===== src/klht_ram.sv =====
// Generic single-write, single-read RAM with registered read data.
module klht_ram #(
	parameter int W = 8,
	parameter int D = 8
) (
	input  logic                                 clk,
	input  logic                                 we,
	input  logic [((D > 1) ? $clog2(D) : 1)-1:0] waddr,
	input  logic [W-1:0]                         wdata,
	input  logic [((D > 1) ? $clog2(D) : 1)-1:0] raddr,
	output logic [W-1:0]                         rdata
);

	logic [W-1:0] mem [D];

	always_ff @(posedge clk) begin
		if (we) mem[waddr] <= wdata;
		rdata <= mem[raddr];
	end

endmodule


===== config.mk =====
export PLATFORM = sky130hd
export DESIGN_NAME = klht_ram
export DESIGN_NICKNAME = d
export VERILOG_FILES = /design/src/klht_ram.sv
export SDC_FILE = /design/constraint.sdc
export NUM_CORES = 1
export LEC_CHECK = 0
export BUFFER_PORTS_ARGS = -buffer_cell sky130_fd_sc_hd__buf_2
export CORE_ASPECT_RATIO = 1.1
export CORE_MARGIN = 1
export CORE_UTILIZATION = 53
export DETAILED_ROUTE_END_ITERATION = 6
export PLACE_DENSITY = 0.77
export SLEW_MARGIN = 20
export SYNTH_ARGS = -nofsm -noshare
export SYNTH_HDL_FRONTEND = slang
export SYNTH_SLANG_ARGS = --single-unit

===== constraint.sdc =====
create_clock -name clk -period 2 [get_ports clk]
set_input_delay 0.2 -clock clk [delete_from_list [all_inputs] [get_ports clk]]
set_output_delay 0.2 -clock clk [all_outputs]
set_load 0.02 [all_outputs]

[Word-level counts from Yosys, hierarchy flattened]
Memory sizes are Yosys's and may differ from the RTL's. A register that Yosys moved wholly into a read port is not among the register bits.
Cells that the tools add are included.
Operators by class
  muxes and demuxes: 2
Operators by type and width (count)
  1-bit 2-to-1 mux: 2
Word-level totals
  register bits after elaboration: 0
  memory bits (writable): 64
  bits of input ports: 16
  output and inout port bits: 8
  logic and storage cells: 3
  memories kept: 1
Memory list
  mem: depth 8, bits a word 8, rd ports 1, clocked after memory_dff 1, wr ports 1, line 14  | logic [W-1:0] mem [D];

[Depth between registers and ports, before layout]
  word-level depth: 2
  gate-level depth with buffers: 4

[Worst setup path before layout]
OpenSTA, ideal clock, no wires.
  kind: input-to-reg
  start: input port waddr[2] (netlist name)
  end: memory mem[0][0], enable pin
  arrival: 0.977 ns
  required time: 1.617 ns
  path slack: 0.639 ns
  stages on the path: 2
  cells stage by stage: nand2b_1 -> nor3_1
RTL lines
  start, declared: line 8  | input logic [((D > 1) ? $clog2(D) : 1)-1:0] waddr,
  end, declared: line 14
No word-level cell before the write port.

==> results.toml <==
[status]
outcome = "completed"

[clock_network]
cts_setup_buffers = 0
cts_resized = 0
clk_pin_slew_ns = 0.08
htreeDepth = 3
postCtsHoldBufs = 0
clock_sinks = 72
cts_root_buf = "clkbuf_8"
cts_buffers = 9
cts_tree = "built"
clkLatencyLatePin_ns = 0.34
clock_path_buffers = 2

[route]
dr.pass1.iters = 4
drc = 0
wl_mm = 4.384
drtIter0Drc = 53
avgViaCountPerCell = 5.650
antenna_left = 0
dr_total_vias = 1209
wl_per_cell_um = 20.49

[global_route]
grt_usage_pct = 18.40
met2_usage_pct = 30.48
grt_max_degree = 17
antenna_found_initial = 0
met1_usage_pct = 22.93
grt_pass1_vias = 1298
met3_usage_pct = 5.388
grt_pass1_wl_mm = 6.837
grt_overflow = 0
top_usage_layer = "met2"

[timing]
final.min_clock_period_ns = 1.270
fin_crit_sh_pct = 63.51
timing.final.ws_setup_ns = 0.7298
setup-tns-final_ns = 0
grt_setup_unrepaired = "no"
finalMaxSlewViolations = 0
finClkSkew_ns = 0.005746
fmax_ghz = 0.7873
max_slew_margin_pct = 67.50
timing.final.hold_violations = 0
finalSetupViolCount = 0
worstMarginPinSlew_ns = 0.4875

[critical_path]
end_kind = "register"
r2r_end = "rdata[6]"
worstSetupPathType = "in -> reg"
slowest_delay_ns = 0.62
r2r-start = "mem[3][6]"
reg2reg_depth = 2
crit_fanout = 16
required_ns = 2.23
regToRegSetupSlack_ns = 0.74
crit_arrival_ns = 1.50
path_buf_inv = 1
crit_slowest_cell = "mux4_1"
path_cells = "buf_2 > mux4_1 > mux2_2"
crit_start = "raddr[0]"
startpoint_type = "input pin"
crit_end = "rdata[3]"
cp_top_family = "multiplexers"
path_depth = 3

[power]
total_power_mw = 3.113
power.density_mw_per_mm2 = 997.5
peakVddDrop_v = 0.0006016
power_leakage_nw = 1.114

[logic_synthesis]
seq_area_frac_synth_pct = 77.36
synth.distinct_cells = 14
syn_avg_cell_area_um2 = 23.61
synth_fp_nets = 130
synth_seq_cells = 72
syn-cell-area_mm2 = 0.002691
yosys_warnings = 0
syn_inst = 114

[worst_hold_path]
hold_path_class = "in -> reg"

[floorplan]
dieHeight_um = 76.74
die_w_um = 69.95
initial_utilization_pct = 56.66
core_mm2 = 0.004750
dieArea_mm2 = 0.005367
ioPinCount = 24
num_rows = 26

[placed_design]
pre_cts_ws_ns = 0.3656
place_congestion = 0.6895
place_hpwl_mm = 2.744
portBuffers = 23

[job]
drv_cap = 0

[finish]
nets = 169
area_delta_synth_final_pct = 15.95
layout-drive-gt1-share_pct = 35.44
final_common_cell = "edfxtp_1"
diodes = 0
final_cell_mix = "64 x edfxtp_1, 23 x buf_2, 15 x mux4_1"
-- state kept, by name (all words and copies together), names as in the netlist --
register / flops
mem: 64
rdata: 8
-- cell usage after synthesis (all sizes together) --
library cell | instances | area, um^2
buf | 4 | 40.03
clkbuf | 1 | 3.750
dfxtp | 8 | 160.2
edfxtp | 64 | 1922
mux2 | 8 | 90.09
mux4 | 16 | 416.7
nand2 | 2 | 7.510
nand2b | 3 | 18.77
nor2 | 6 | 22.52
nor3 | 2 | 10.01
-- worst register-to-register path, cell delays in order (launching register included) --
cell	delay [ns]
edfxtp_1	0.38
mux4_1	0.51
mux2_2	0.27
-- how the worst min path moves through the flow --
stage                  start         to  slack (ns)  cells past startpoint
floorplan           wdata[0]  mem[0][0]        0.30                      0
global placement    wdata[7]  mem[5][7]        0.45                      1
detailed placement  wdata[6]  mem[1][6]        0.47                      1
CTS                 wdata[6]  mem[0][6]        0.10                      1
global route        wdata[6]  mem[7][6]        0.12                      1
finish              wdata[6]  mem[0][6]        0.12                      1
-- power breakdown --
| group | switching (mW) | internal, mW |
|---|---|---|
| clock network | 0.519 | 0.705 |
| logic | 0.0967 | 0.0824 |
| registers | 0.0129 | 1.70 |
-- layout make-up --
type                    count  area, um^2
repair buffers             33       190.2
fillers                   315        1629
clock buffers              11       131.4
well taps                  56       70.07
flip-flops and latches     72        2082
multi-input cells          37       565.5
clock inverters             5       81.33
-- metrics by stage --
stage                     instances  instance area, um^2  utilization [%]  hold WS, ns
after global placement          198                 2908            61.22       0.4538
after detailed placement        198                 2908            61.22       0.4724
after floorplan                 114                 2691                -       0.2989
after CTS                       214                 3120            65.70       0.1036
final                           214                 3120            65.70       0.1210
after global routing            214                 3120            65.70       0.1227
-- cell families (layout without fill, tap and decap cells) --
kind of cell	after synthesis	after routing	synth area share, %
mux	24	24	18.83
simple gates	13	13	2.185
flops	72	72	77.36
buf+inv	5	49	1.627
-- layer usage --
layer  wire length (um)  up-vias
met3                218        8
met5                  0        -
met2               2293       34
li1                   -      560
met4                 73        0
met1               1798      607
Power figures use the tool's default switching activity.
